<file path="src/design/sncv_pkg.sv">
// ----------------------------------------------------------------------------
// sncv_pkg
// Shared types, codes and rounding helpers of the normalized convolution core.
// ----------------------------------------------------------------------------
package sncv_pkg;

  // request codes of an input item
  localparam logic [1:0] REQ_PIXEL = 2'd0;
  localparam logic [1:0] REQ_HCOEF = 2'd1;
  localparam logic [1:0] REQ_VCOEF = 2'd2;
  localparam logic [1:0] REQ_NONE  = 2'd3;

  // configuration register indexes
  localparam logic [2:0] CFG_OUT_COLS    = 3'd0;
  localparam logic [2:0] CFG_PADDED_COLS = 3'd1;
  localparam logic [2:0] CFG_OUT_ROWS    = 3'd2;
  localparam logic [2:0] CFG_TAPS_COLS   = 3'd3;
  localparam logic [2:0] CFG_TAPS_ROWS   = 3'd4;
  localparam logic [2:0] CFG_NODATA_EN   = 3'd5;
  localparam logic [2:0] CFG_NODATA_VAL  = 3'd6;

  // fixed widths (cover the largest parameter values)
  localparam int COL_W  = 14;
  localparam int ROW_W  = 17;
  localparam int TAP_W  = 5;
  localparam int RS_W   = 40;
  localparam int RW_W   = 24;
  localparam int CTR_W  = 16;
  localparam int LINE_W = RS_W + RW_W + CTR_W;
  localparam int HS_W   = 53;
  localparam int HW_W   = 38;
  localparam int VS_W   = 61;
  localparam int VW_W   = 45;
  localparam int DIV_W  = 64;
  localparam int Q_DEPTH = 4;

  typedef struct packed {
    logic [COL_W-1:0] pc;
    logic [COL_W-1:0] ocn;
    logic [15:0]      orows;
    logic [TAP_W-1:0] tc;
    logic [TAP_W-1:0] tr;
    logic             nd_en;
    logic [15:0]      nd_val;
  } cfg_t;

  typedef struct packed {
    logic [1:0]         kind;
    logic [TAP_W-1:0]   idx;
    logic signed [15:0] coef;
    logic signed [31:0] pw;
    logic [15:0]        wt;
    logic               hemit;
    logic               vemit;
    logic [COL_W-1:0]   oc;
    logic [15:0]        orow;
    logic [TAP_W-1:0]   ring;
    logic               last;
  } job_t;

  // round half away from zero, drop 14 fraction bits
  function automatic logic signed [RS_W-1:0] round_rs(input logic signed [HS_W-1:0] x);
    logic [HS_W:0] mag;
    logic [HS_W:0] m;
    mag = x[HS_W-1] ? (HS_W+1)'(-x) : (HS_W+1)'(x);
    m = (mag + (HS_W+1)'(8192)) >> 14;
    return x[HS_W-1] ? -$signed(m[RS_W-1:0]) : $signed(m[RS_W-1:0]);
  endfunction

  function automatic logic signed [RW_W-1:0] round_rw(input logic signed [HW_W-1:0] x);
    logic [HW_W:0] mag;
    logic [HW_W:0] m;
    mag = x[HW_W-1] ? (HW_W+1)'(-x) : (HW_W+1)'(x);
    m = (mag + (HW_W+1)'(8192)) >> 14;
    return x[HW_W-1] ? -$signed(m[RW_W-1:0]) : $signed(m[RW_W-1:0]);
  endfunction

endpackage

</file>
<file path="src/design/sncv_queue.sv">
// ----------------------------------------------------------------------------
// sncv_queue
// Short register queue of classified items between front and back.
// ----------------------------------------------------------------------------
module sncv_queue #(
  parameter int DEPTH = 4
) (
  input  logic            clk,
  input  logic            rst_n,
  input  logic            push,
  input  sncv_pkg::job_t  push_job,
  input  logic            pop,
  output sncv_pkg::job_t  head_job,
  output logic            full,
  output logic            empty
);

  localparam int PW = (DEPTH > 1) ? $clog2(DEPTH) : 1;

  sncv_pkg::job_t    slot_r [DEPTH];
  logic [PW-1:0]     wptr_r;
  logic [PW-1:0]     rptr_r;
  logic [PW:0]       count_r;

  assign full     = (count_r == (PW+1)'(DEPTH));
  assign empty    = (count_r == '0);
  assign head_job = slot_r[rptr_r];

  always_ff @(posedge clk) begin
    if (push) begin
      slot_r[wptr_r] <= push_job;
    end
  end

  always_ff @(posedge clk) begin
    if (!rst_n) begin
      wptr_r  <= '0;
      rptr_r  <= '0;
      count_r <= '0;
    end else begin
      if (push) begin
        wptr_r <= (wptr_r == PW'(DEPTH-1)) ? '0 : wptr_r + 1'b1;
      end
      if (pop) begin
        rptr_r <= (rptr_r == PW'(DEPTH-1)) ? '0 : rptr_r + 1'b1;
      end
      count_r <= count_r + (PW+1)'(push) - (PW+1)'(pop);
    end
  end

endmodule

</file>
<file path="config.mk">
export PLATFORM = sky130hd
export DESIGN_NAME = sncv_queue
export DESIGN_NICKNAME = d
export VERILOG_FILES = /design/src/design/sncv_pkg.sv /design/src/design/sncv_queue.sv
export SDC_FILE = /design/constraint.sdc
export NUM_CORES = 1
export LEC_CHECK = 0
export BUFFER_PORTS_ARGS = -buffer_cell sky130_fd_sc_hd__buf_2
export CAP_MARGIN = 10
export CORE_ASPECT_RATIO = 0.75
export CORE_MARGIN = 8
export CORE_UTILIZATION = 61
export DETAILED_ROUTE_END_ITERATION = 16
export HOLD_SLACK_MARGIN = 0.02
export PLACE_DENSITY = 0.88
export SLEW_MARGIN = 20
export SYNTH_ARGS = -nofsm -noshare
export SYNTH_HDL_FRONTEND = slang
export SYNTH_SLANG_ARGS = --single-unit
</file>
<file path="constraint.sdc">
create_clock -name clk -period 10.2 [get_ports clk]
set_input_delay 1.02 -clock clk [delete_from_list [all_inputs] [get_ports clk]]
set_output_delay 1.02 -clock clk [all_outputs]
set_load 0.02 [all_outputs]
</file>
Word level (Yosys, flattened, before mapping)
Memories as Yosys holds them, arrays and structs flattened. A register that Yosys moved wholly into a read port is not among the register bits.
Cells that the tools add are included.

word-level totals
  output and inout port bits = 111
  memory bits (writable) = 436
  memories = 1
  flip-flop bits (word level) = 7
  word-level logic and storage cells = 18
  input bits = 113

cells by class
  eq/ne operators = 3
  muxes and demuxes = 6
  reductions and logical operators = 1
  $add $sub $neg = 4

memories
  name    depth  bits a word  rd ports  clocked after memory_dff  wr ports  RTL line          text
  slot_r  4      109          1         1                         1         sncv_queue.sv:20  sncv_pkg::job_t slot_r [DEPTH];

operators with widths
  kind                                                            count
  2-bit two-way mux                                               4
  2-bit by 1-bit adder with 2-bit output (second input constant)  2
  2-bit == test (second input constant)                           2
  3-bit by 1-bit adder with 3-bit output                          1
  3-bit == test (second input constant)                           1
  3-bit logical NOT                                               1
  3-bit by 1-bit subtractor with 3-bit output                     1
  1-bit two-way mux                                               2

Logic depth before layout (Yosys ltp)
Gate-level depths: netlist (run 1).

  depth after elaboration = 4
  mapped depth = 7
  mapped depth without buffers = 7

Least setup slack after synthesis (run 1)
No wires, ideal clock.

  path kind = input to register
  start = input port push
  end = memory slot_r[0][0] in the netlist's numbering, enable pin
  cell stages on the path = 1
  data arrival time = 3.529 ns
  required time = 9.720 ns
  setup slack = 6.190 ns
  cells stage by stage = and2_1

between the ends
  longest elaborated chain between the ends = 2

ends and longest elaborated chain
  what                                     RTL line          text
  start, declared                          sncv_queue.sv:10  input logic push,
  1-bit two-way mux                        sncv_queue.sv:30  if (push) begin
  1-bit two-way mux (not written as such)  sncv_queue.sv:31  slot_r[wptr_r] <= push_job;
  end, declared                            sncv_queue.sv:20

No other way between the ends.

==> run summary, run 1 <==
The flow ran to the end, and the final reports show no timing, DRC or antenna violations. Across every metal layer, demand over resource in global routing totals 20.5%. The first global-routing pass estimated 49100 µm of wire.

The routed layout has 7433 vias. The worst min-delay path class is flip-flop to flip-flop. Summed over all failing endpoints, the final setup total negative slack is 0 ps.

Across all setup checks in the final design, the least slack found is 6190 ps. After layout, the worst path uses 39.3% of the clock period. TritonCTS built the clock tree. The analysis attributes to cell leakage a power of 6.46 nW.

Worst endpoint data arrival time: 2990 ps. In the synthesized netlist the dominant register cell turns out to be edfxtp_1. For this design, the CTS-stage hold fixing added 0 buffers.

Traced cell by cell, the critical path runs through buf_4 > mux4_2 > buf_2. The overall die height works out to 157 µm. Relative to the synthesized area, the layout overhead comes to 18.2%. Clock tree synthesis inserted a total of 42 buffers. The count of buffers from port buffering came out at 223. The floorplan has 51 rows.

Dividing total power by cell area gives a power density of 215 nW/µm². The tools report the DRC violation count after routing as 0. Setup repair after global routing left no endpoint under its margin.

In this run the mean area of a mapped cell was 26.3 µm². STA puts the critical path data required time at 9180 ps. Counting flops with an async set or reset pin after synthesis yields a share of 0%. Via count of the first global-routing pass: 7996. The netlist area before placement was 16100 µm²; the final critical delay including setup and external delays was 4010 ps. The post-cts sizing count is 0. The number of antenna violations at the first check in global routing was 10.

For this run, the detailed router's first-pass iteration total came to 4. Clock latency on the worst-skew pair, taken at its later pin, is 520 ps. The setup clock skew after layout is 14.3 ps. Critical setup path kind: flip-flop to output pin. The mean number of vias per cell was 5.98; the total of warnings raised by yosys was 0. The fraction of the core area covered by cells at the end of the flow is 73.4%.

Prior to clock tree synthesis, the placed netlist has a worst setup slack of 6600 ps. For the sequential cell area fraction in the yosys report, the log shows 82.2%. The area of all sequential standard cells came out at 13300 µm². For the final antenna-violating net count, the log shows 0. On the worst path, the slowest cell contributes a delay of 840 ps.

In the final layout, the multi-input gates occupy 2720 µm². The total I/O pin count came out at 224. The run gives 0.692 as the last weighted congestion value of the routability-driven placer.

Synthesis produced a netlist with a net count of 734. The maximum number of pins on one net before global-route repair was 61. For this design, the sink count on the clock tree is 445. In this run the tightest slew margin relative to its limit is 35.2%.

The maximum fanout count along the critical path is 50. The cell count after synthesis came out at 613. For the final hold violation count, the log shows 0.

Clock tree synthesis selected as its root buffer the cell clkbuf_16. The number of H-tree levels came out at 2. Summed over all layers, the global routing overflow is 0. The longest clock path from root to sink contains 3 buffers. The run gives 0 as the number of max-slew violations in the final report. Once the floorplan was initialized, standard cells occupied 62.1% of the core.

After legalization and detailed placement, the total HPWL measured 20000 µm. The worst setup path is captured at an output pin. For this design, the slowest cell found on the critical path is buf_4. Once layout is done, the placed cells without fillers occupy 19100 µm².

Once layout is complete, the cells apart from fillers number 1243. In this run, the number of DRC markers left after iteration 0 of detailed routing was 491. Counting flops and latches in the post-synthesis netlist gives 445. For the highest ir drop seen on vdd, the log shows 0.172 mV.

The logs give 984 for the final-stage net count and 1386 for the layout filler cell count. Clock-pin slew was measured on the worst setup and hold paths at 60 ps. The run gives 1163 as the number of placed instances, taps included. The number of different library cells used by synthesis comes to 20. Critical path launch point type: a flip-flop.

In this run the cell area measured after placement is 17600 µm². The synthesized design contains 436 enable-type register cells. The die extent in x is 204 µm, and the number of maximum-capacitance violations is 0. The highest achievable clock rate was 0.249 GHz. The floorplan step defined a core boundary enclosing 26000 µm².

Setup violations remaining at the end of the flow were counted as 0. For the worst flop-to-flop path, the logic depth is 3. The worst hold path stage count is 2, and the slew at the pin closest to its max-slew limit is 972 ps. The detailed-route wire length per cell is 26.5 µm. In the final layout, the share of cells above drive strength 1 is 45.5%. The total detailed-routing wirelength is 33000 µm, and the post-CTS setup buffer count is 0.

The die covers 32000 µm².
==> cell type report <==
class                   instances  share of cell area (%)
flip-flops and latches        445                    69.6
multi-input cells             137                    14.2
diodes                          4                  0.0525
repair buffers                230                    6.13
clock inverters                22                    1.42
inverters                       7                   0.138
clock buffers                  54                    6.13
well taps                     344                    2.26
==> state kept, by name (all words and copies together) (netlist names), named ones only <==
signal   count
wptr_r       2
slot_r     436
count_r      3
rptr_r       2
==> through the flow <==
stage                     power (W)  hold WS, ps
after floorplan             0.00239          476
after global placement      0.00251          478
after detailed placement    0.00253          521
after CTS                   0.00412          546
after global routing        0.00422          571
final                       0.00410          536
==> power by group <==
group          internal, W  switching, W  total (W)  leakage (nW)
Sequential         0.00209     0.0000328    0.00212          4.08
Combinational     0.000149      0.000221   0.000370          1.67
Clock             0.000966      0.000637    0.00160         0.706
==> layout by cell type, fill, tap and decap left out, drive strengths merged <==
master  instances
edfxtp        436
buf           230
mux4          109
clkbuf         54
clkinv         14
inv             9
dfxtp           9
ha              7
bufinv          6
and2            6
diode           4
nor2            3
or3b            2
nand2b          2
a21oi           2
mux2i           2
nor3            1
and3            1
xor3            1
fa              1
==> Yosys cell counts, types with 2 or more instances <==
cell type	number	area, µm²
buf_6	2	22.5
inv_1	7	26.3
nand2b_1	2	12.5
mux2i_1	2	20.0
buf_2	11	55.1
a21oi_1	2	10.0
ha_1	7	87.6
edfxtp_1	436	13100
dfxtp_1	9	180
clkbuf_1	9	33.8
or3b_2	2	17.5
mux4_2	109	2450
nor2_1	3	11.3
and2_1	6	37.5
==> critical path, delay by kind of cell (launching register included) <==
| kind | cells | cell delay [ps] |
|---|---|---|
| multiplexers | 1 | 660 |
| buffers and inverters | 2 | 1030 |
| flip-flops | 1 | 740 |
==> kinds of logic (layout without fill, tap and decap cells) <==
group / after synthesis / in the layout / synth area share [%]
AND/OR/NAND/NOR: 15 / 15 / 0.558
adder cells (fa/ha/maj): 8 / 8 / 0.667
other: 0 / 4 / 0
multiplexers: 111 / 111 / 15.3
buffers and inverters: 31 / 313 / 0.992
AO/OA/AOI/OAI: 2 / 2 / 0.0620
XOR/XNOR: 1 / 1 / 0.147
flip-flops: 445 / 445 / 82.2
==> routing by layer <==
layer | vias up | track usage (%) | wire length, µm
met5 | - | 0 | 93
met3 | 56 | 7.11 | 3390
met1 | 3863 | 26.2 | 12500
met2 | 351 | 34.3 | 16600
li1 | 3147 | - | -
met4 | 16 | 3.69 | 426
==> final timing paths <==
kind | start | slack [ps] | end
worst min register to register | rptr_r[0]$_SDFFE_PN0P_ | 540 | flip-flop
worst max register to register | wptr_r[0]$_SDFFE_PN0P_ | 7630 | slot_r[3][105]$_DFFE_PP_
worst min-delay path | rptr_r[0]$_SDFFE_PN0P_ | 540 | flip-flop
worst max-delay path | flip-flop | 6190 | head_job[39]
(Power assumes the default switching activity.)
==> inputs of run 2 (changes only) <==
Settings changed: CORE_UTILIZATION 61 to 51, PLACE_DENSITY 0.88 to 0.79.
Clock period 10.2 ns to 3.6 ns, I/O delays scaled along.
==> run 2 against run 1 <==
Sequential share of layout area down 1.4 points. Combinational power rose to 3.0 times the previous value. Hold slack worse by 490 ps. Largest power group unchanged.
==> run summary, run 2 (same netlist as run 1, synthesis figures left out) <==
For the total I/O pin count, the log shows 224 (unchanged). The tree is rooted in a clkbuf_16. Endpoint type of the worst setup path: an output pin. Post-route worst setup slack: 860 ps (-5330 ps).

Highest ir drop seen on vdd: 0.375 mV (+120%). The tools report the number of detailed-routing iterations run before antenna repair as 5 (+1). The count of buffers from port buffering came out at 223 (unchanged).

The run gives 19100 µm (-4.7%) as the placed wire-length estimate. The library cells used most frequently in the layout, excluding fill and tap cells, are edfxtp_1 (436), buf_2 (223), mux4_2 (109), clkbuf_16 (45), dlygate4sd3_1 (34). Number of DRC violations after detailed-routing iteration 0: 571 (+16%).

The data required time at the worst endpoint was 3240 ps (-5940 ps); the setup slack at placement was 1370 ps (-5230 ps). The via count of the first global-routing pass came out at 8064 (+0.85%). The maximum number of pins on one net before global-route repair is 110 (+80%), and the area enclosed by the die boundary is 37700 µm² (+18%).

The last weighted congestion value of the routability-driven placer was 0.707 (+2.2%). The number of H-tree levels is 2 (unchanged). The post-cts sizing count was 0 (unchanged); the post-route clock period utilization was 76.1%. The tools report the worst endpoint data arrival time as 2380 ps (-610 ps). The core box area was 31200 µm² (+20%). Ranked by flip-flop count, first place goes to slot_r. The mean number of vias per cell works out to 5.56 (-7.1%). The headroom to the max-slew limit was 50.8% (+16 points).

Leaving out fill and tap cells, the most frequent cell in the layout is edfxtp_1. The maximum clock path buffer count came out at 3 (unchanged). For this run, the top clock speed supported by timing is 0.365 GHz. The tools report the setup slack of the worst register-to-register path as 1650 ps (-5980 ps).

The final antenna-violating net count is 0 (unchanged). The worst hold path stage count was 1 (-1); the total detailed-routing wirelength was 31500 µm (-4.4%). The overall die height was 170 µm (+8.4%); the aggregate negative setup slack was 0 ps (unchanged). The total non-filler cell area in the finished layout is 19500 µm² (+2.0%). The tools report the all-layer global routing usage as 16.7% (-3.8 points).

The number of maximum-capacitance violations was 0 (unchanged). The detailed-route wire length per cell came out at 23.6 µm (-11%). Worst min-delay path class: input pin to flip-flop. In the final layout, the registers with the most flip-flops are slot_r (436), count_r (3).

TritonCTS built the clock tree. The number of clock sinks was 445 (unchanged). Slew at the pin closest to its max-slew limit: 739 ps (-234 ps). The proportion of layout cells with a drive suffix above 1 was 43.8% (-1.7 points); the area overhead of the layout relative to synthesis was 20.6%.

The post-CTS clock slew at the launch and capture registers of the worst setup and hold paths came out at 60 ps (about the same). The leakage power summed over all cells came out at 6.57 nW (+1.8%). The overall overflow remaining after global route was 0 (unchanged). Setup repair after global routing left no endpoint under its margin.

The logs give 0 (unchanged) for the count of endpoints failing setup in the final report and 1338 (+7.6%) for the post-layout instance count excluding filler cells. The setup clock skew after layout came out at 9.16 ps (-5.12 ps). The critical path launch point type is a flip-flop. The DRC violation count after routing was 0 (unchanged). The number of antenna violations at the first check in global routing came out at 6 (-4). The clock network latency to the later pin of the worst-skew pair is 530 ps (about the same). Critical setup path kind: flip-flop to output pin.

The worst reg-to-reg path cell count came out at 4 (+1). The final-stage net count is 1022 (+3.9%), and the maximum fanout count along the critical path is 48 (-4.0%). For the number of placed instances, taps included, the log shows 1229 (+5.7%). The die extent in x came out at 221 µm (+8.6%). The startpoint of the tightest hold check path was push_job[10]. The run gives 17800 µm² (+1.1%) as the cell area reported after detailed placement. The total number of vias was 7433 (unchanged); the power per standard cell area was 577 nW/µm² (+170%). Total number of placement rows: 56 (+9.8%). The tools report the critical register-to-register path startpoint as wptr_r[0]$_SDFFE_PN0P_. The run gives 48100 µm (-1.9%) as the first-pass GRT wire length.

The flow ran to the end, and the final reports show no timing, DRC or antenna violations. The number of max-slew violations in the final report came out at 0 (unchanged). The worst path needs 2740 ps of the cycle, external delays included. The initial standard-cell utilization of the core was 51.8% (-10 points). The flip-flop count of the largest register, all copies and words added is 436 (unchanged), and the layout filler cell count is 2066 (+49%). Number of buffers created by CTS: 42 (unchanged).

The run gives 0 (unchanged) as the final hold violation count.
## run 2: cell types whose count changed in the layout (fill, tap and decap cells not counted), sizes merged
cell / previous run / this run
clkinvlp: 0 / 1
inv: 9 / 7
buf: 230 / 234
dlygate4sd3: 0 / 34
bufinv: 6 / 1
clkinv: 14 / 16
clkbuf: 54 / 56
diode: 4 / 1
## run 2: final timing paths
check / to
setup / recovery: head_job[38]
setup reg to reg: slot_r[0][54]$_DFFE_PP_
hold / removal: slot_r[0][10]$_DFFE_PP_
hold reg to reg: wptr_r[0]$_SDFFE_PN0P_
## run 2: what timing repair did
item,4_1_cts,5_1_grt
hold buffers,34,0
setup endpoints to repair,0,0
hold endpoints to repair,113,0
buffers inserted,0,0
## run 2: per-stage QoR
step	total power [W]	util (%)	hold WS [ps]
floorplan	0.00676	-	459
global placement	0.00715	57.1	508
detailed placement	0.00718	57.1	517
CTS	0.0114	62.4	20.0
global route	0.0116	62.4	22.7
finish	0.0112	62.4	49.7
## run 2: layout make-up
class	count	area [µm²]	share of cell area, %
well taps	406	508	2.61
clock inverters	18	111	0.572
inverters	7	26.3	0.135
diodes	1	2.50	0.0129
flip-flops and latches	445	13300	68.2
repair buffers	268	1630	8.36
clock buffers	56	1190	6.10
multi-input cells	137	2720	14.0
## run 2: worst max-delay path: stages (launching register included)
cell and delay, ps:
dfxtp_4 620, buf_12 400, mux4_2 600, buf_2 180
## run 2: metal layers
layer	part of all wire, %	vias to the layer above	track usage (%)
li1	-	3220	-
met3	7.0	44	4.99
met4	1.7	4	3.85
met5	0.086	-	0
met1	42	3879	22.0
met2	50	286	27.7
## run 2: power by group
group,internal (W),leakage [nW],switching [W]
Combinational,0.000461,1.86,0.000642
Sequential,0.00591,4.08,0.0000624
Clock,0.00238,0.638,0.00177
Total,0.00876,6.57,0.00248
==> inputs of run 3 (changes only) <==
Clock period 3.6 ns to 2.3 ns, I/O delays scaled along.
==> run 3 against run 2 <==
The flow now finishes with violations (negative setup slack). Wire length up 14%. Clock power up 58%. Clock skew up 7.4 ps. Count of clock-buffer cells in the layout down 2. Worst setup slack worse by 880 ps. Non-clock buffer count up 99. Largest cell class unchanged. Flip-flop and latch count unchanged. Via count up 6.3%. Global-route usage up 1.0 points. Power up 62%. Critical path type unchanged.
==> run summary, run 3 (same netlist as run 1, synthesis figures left out) <==
The flow ran to the end, but the final reports show violations. The checks that failed: negative setup slack. The data required time at the worst endpoint was 2070 ps (-1170 ps); the area overhead of the layout relative to synthesis was 30.5%. The highest ir drop seen on vdd is 0.582 mV (+55%), and the fraction of the core area covered by cells at the end of the flow is 67.5% (+5.1 points). Setup repair after global routing could not meet its margin everywhere.

TritonCTS built the clock tree. The tools report the aggregate negative setup slack as -26.9 ps (-26.9 ps). The switching part of the total power came out at 22.2% (+0.15 points).

The number of detailed-routing iterations run before antenna repair came out at 5 (unchanged). The number of DRC violations after detailed-routing iteration 0 came out at 670 (+17%). The tools report the endpoint type of the worst setup path as an output pin. The area of all sequential standard cells was 13300 µm² (unchanged); the post-route clock period utilization was 101%. The core box area is 31200 µm² (unchanged).

In this run the worst hold path is classified as input pin to flip-flop. Maximum fanout count along the critical path: 8 (-83%). The highest achievable clock rate came out at 0.432 GHz. The detailed-route wire length per cell is 25.0 µm (+6.2%). The switching power came out at 0.00403 W (+63%).

The proportion of layout cells with a drive suffix above 1 is 41.3% (-2.5 points). The logs give 1120 (+9.6%) for the final-stage net count and 0 (unchanged) for the final hold violation count. Flip-flop count of the largest register, all copies and words added: 436 (unchanged).

Post-layout instance count excluding filler cells: 1437 (+7.4%). The logs give 0 (unchanged) for the number of max-slew violations in the final report and 1237 (+0.65%) for the number of placed instances, taps included. The routed design could run at a clock period as short as 2320 ps.

The number of buffers created by CTS was 41 (-2.4%); the number of clock sinks was 445 (unchanged). The register with the most flip-flops in the final layout is slot_r. The library cells used most frequently in the layout, excluding fill and tap cells, are edfxtp_1 (436), buf_2 (161), dlygate4sd3_1 (111), mux4_2 (109), buf_6 (63). The largest registers in the layout are slot_r (436), count_r (3). The placed wire-length estimate was 19700 µm (+3.1%); the all-layer global routing usage was 17.7% (+1.0 points).

The total I/O pin count came out at 224 (unchanged). The first-pass GRT wire length was 51000 µm (+6.0%). The relative contribution of the clock network to total power was 36.3% (-0.7 points); the portion of total power attributed to sequential cells was 51.6% (-1.6 points). The via count of the first global-routing pass is 8592 (+6.5%).

The run gives 540 ps (about the same) as the clock network latency to the later pin of the worst-skew pair. The tools report the number of maximum-capacitance violations as 0 (unchanged). The number of H-tree levels was 2 (unchanged); the mean number of vias per cell was 5.50 (-1.0%). The logs give 0 (unchanged) for the final antenna-violating net count and 0 (unchanged) for the overall overflow remaining after global route. The tools report the last weighted congestion value of the routability-driven placer as 0.696 (-1.6%). Leaving out fill and tap cells, the most frequent cell in the layout is edfxtp_1.

The initial standard-cell utilization of the core was 51.8% (unchanged). The post-CTS clock slew at the launch and capture registers of the worst setup and hold paths was 70 ps (about the same); the power per standard cell area was 862 nW/µm² (+49%). The leakage power summed over all cells is 7.22 nW (+9.9%). The tools report the total number of placement rows as 56 (unchanged). Critical setup path kind: flip-flop to output pin.

Final antenna diode count: 0 (-1). The number of antenna violations at the first check in global routing came out at 1 (-5). The count of buffers from port buffering is 223 (unchanged), and the maximum number of pins on one net before global-route repair is 63 (-43%). The count of endpoints failing setup in the final report was 2 (+2); the total detailed-routing wirelength was 36000 µm (+14%).

Clock tree synthesis selected as its root buffer the cell clkbuf_16. The headroom to the max-slew limit is 71.3% (+21 points). The die extent in x works out to 221 µm (unchanged).

The area of the multi-input gates was 2720 µm² (unchanged); the slew at the pin closest to its max-slew limit was 431 ps (-308 ps). For the setup clock skew after layout, the log shows 16.6 ps (+7.44 ps). Total number of vias: 7902 (+6.3%). The run gives 12.2% (+2.4 points) as the combinational share of power. The logs give 0.0141 W (+61%) for the internal power and 37700 µm² (unchanged) for the area enclosed by the die boundary. The maximum clock path buffer count came out at 3 (unchanged). The overall die height works out to 170 µm (unchanged). The run gives 2090 ps (-290 ps) as the worst endpoint data arrival time. The DRC violation count after routing is 0 (unchanged). The post-route worst setup slack was -17.1 ps (-877 ps). Critical path launch point type: a flip-flop. The run gives 1865 (-9.7%) as the layout filler cell count.
run 3: timing repair:
item                                   in CTS  in global routing
setup endpoints to repair                  46                 95
gates resized for setup                    49                 93
setup buffers                               5                  3
endpoints found under the hold margin     440                  0
cloned                                      1                  5
hold buffers                              111                  0
pin swaps                                   0                  0
run 3: critical path, stage by stage, from the launching register on:
cell,delay [ps]
dfxtp_4,450
buf_16,210
clkbuf_16,190
mux4_2,530
buf_6,150
run 3: area by class of cell:
type | count | area share, %
clock inverter | 21 | 0.832
multi-input combinational | 137 | 12.9
inverter | 7 | 0.125
sequential | 445 | 63.1
timing repair buffer | 367 | 15.3
clock buffer | 54 | 5.35
tap | 406 | 2.41
run 3: stage by stage:
stage | hold WS, ps | instance area, µm² | setup slack (ps) | power (W)
after floorplan | 329 | 16100 | 539 | 0.0106
after global placement | 443 | 18000 | 474 | 0.0112
after detailed placement | 444 | 18000 | 459 | 0.0113
after CTS | 57.6 | 20600 | -50.1 | 0.0181
after global routing | 99.7 | 21100 | -79.4 | 0.0188
final | 75.1 | 21100 | -17.1 | 0.0181
run 3: worst paths after layout:
check,from,end,slack (ps),cells past startpoint
setup / recovery,flip-flop,head_job[43],-20,4
setup reg to reg,count_r[0]$_SDFF_PN0_,count_r[2]$_SDFF_PN0_,540,7
hold reg to reg,rptr_r[0]$_SDFFE_PN0P_,flip-flop,530,2
hold / removal,push,wptr_r[1]$_SDFFE_PN0P_,80,3
run 3: per-layer routing:
layer	wire length [µm]	vias up	GRT usage [%]
met5	13	-	0
met4	759	2	4.80
met3	2250	57	5.07
met2	18900	296	30.4
met1	14100	4119	22.2
li1	-	3428	-
run 3: power groups by stage:
stage	Clock, W	Sequential (W)	Combinational [W]
after detailed placement	0	0.00952	0.00176
after CTS	0.00672	0.00935	0.00203
after global placement	0	0.00950	0.00173
after global routing	0.00706	0.00938	0.00234
after floorplan	0	0.00948	0.00108
final	0.00658	0.00936	0.00221
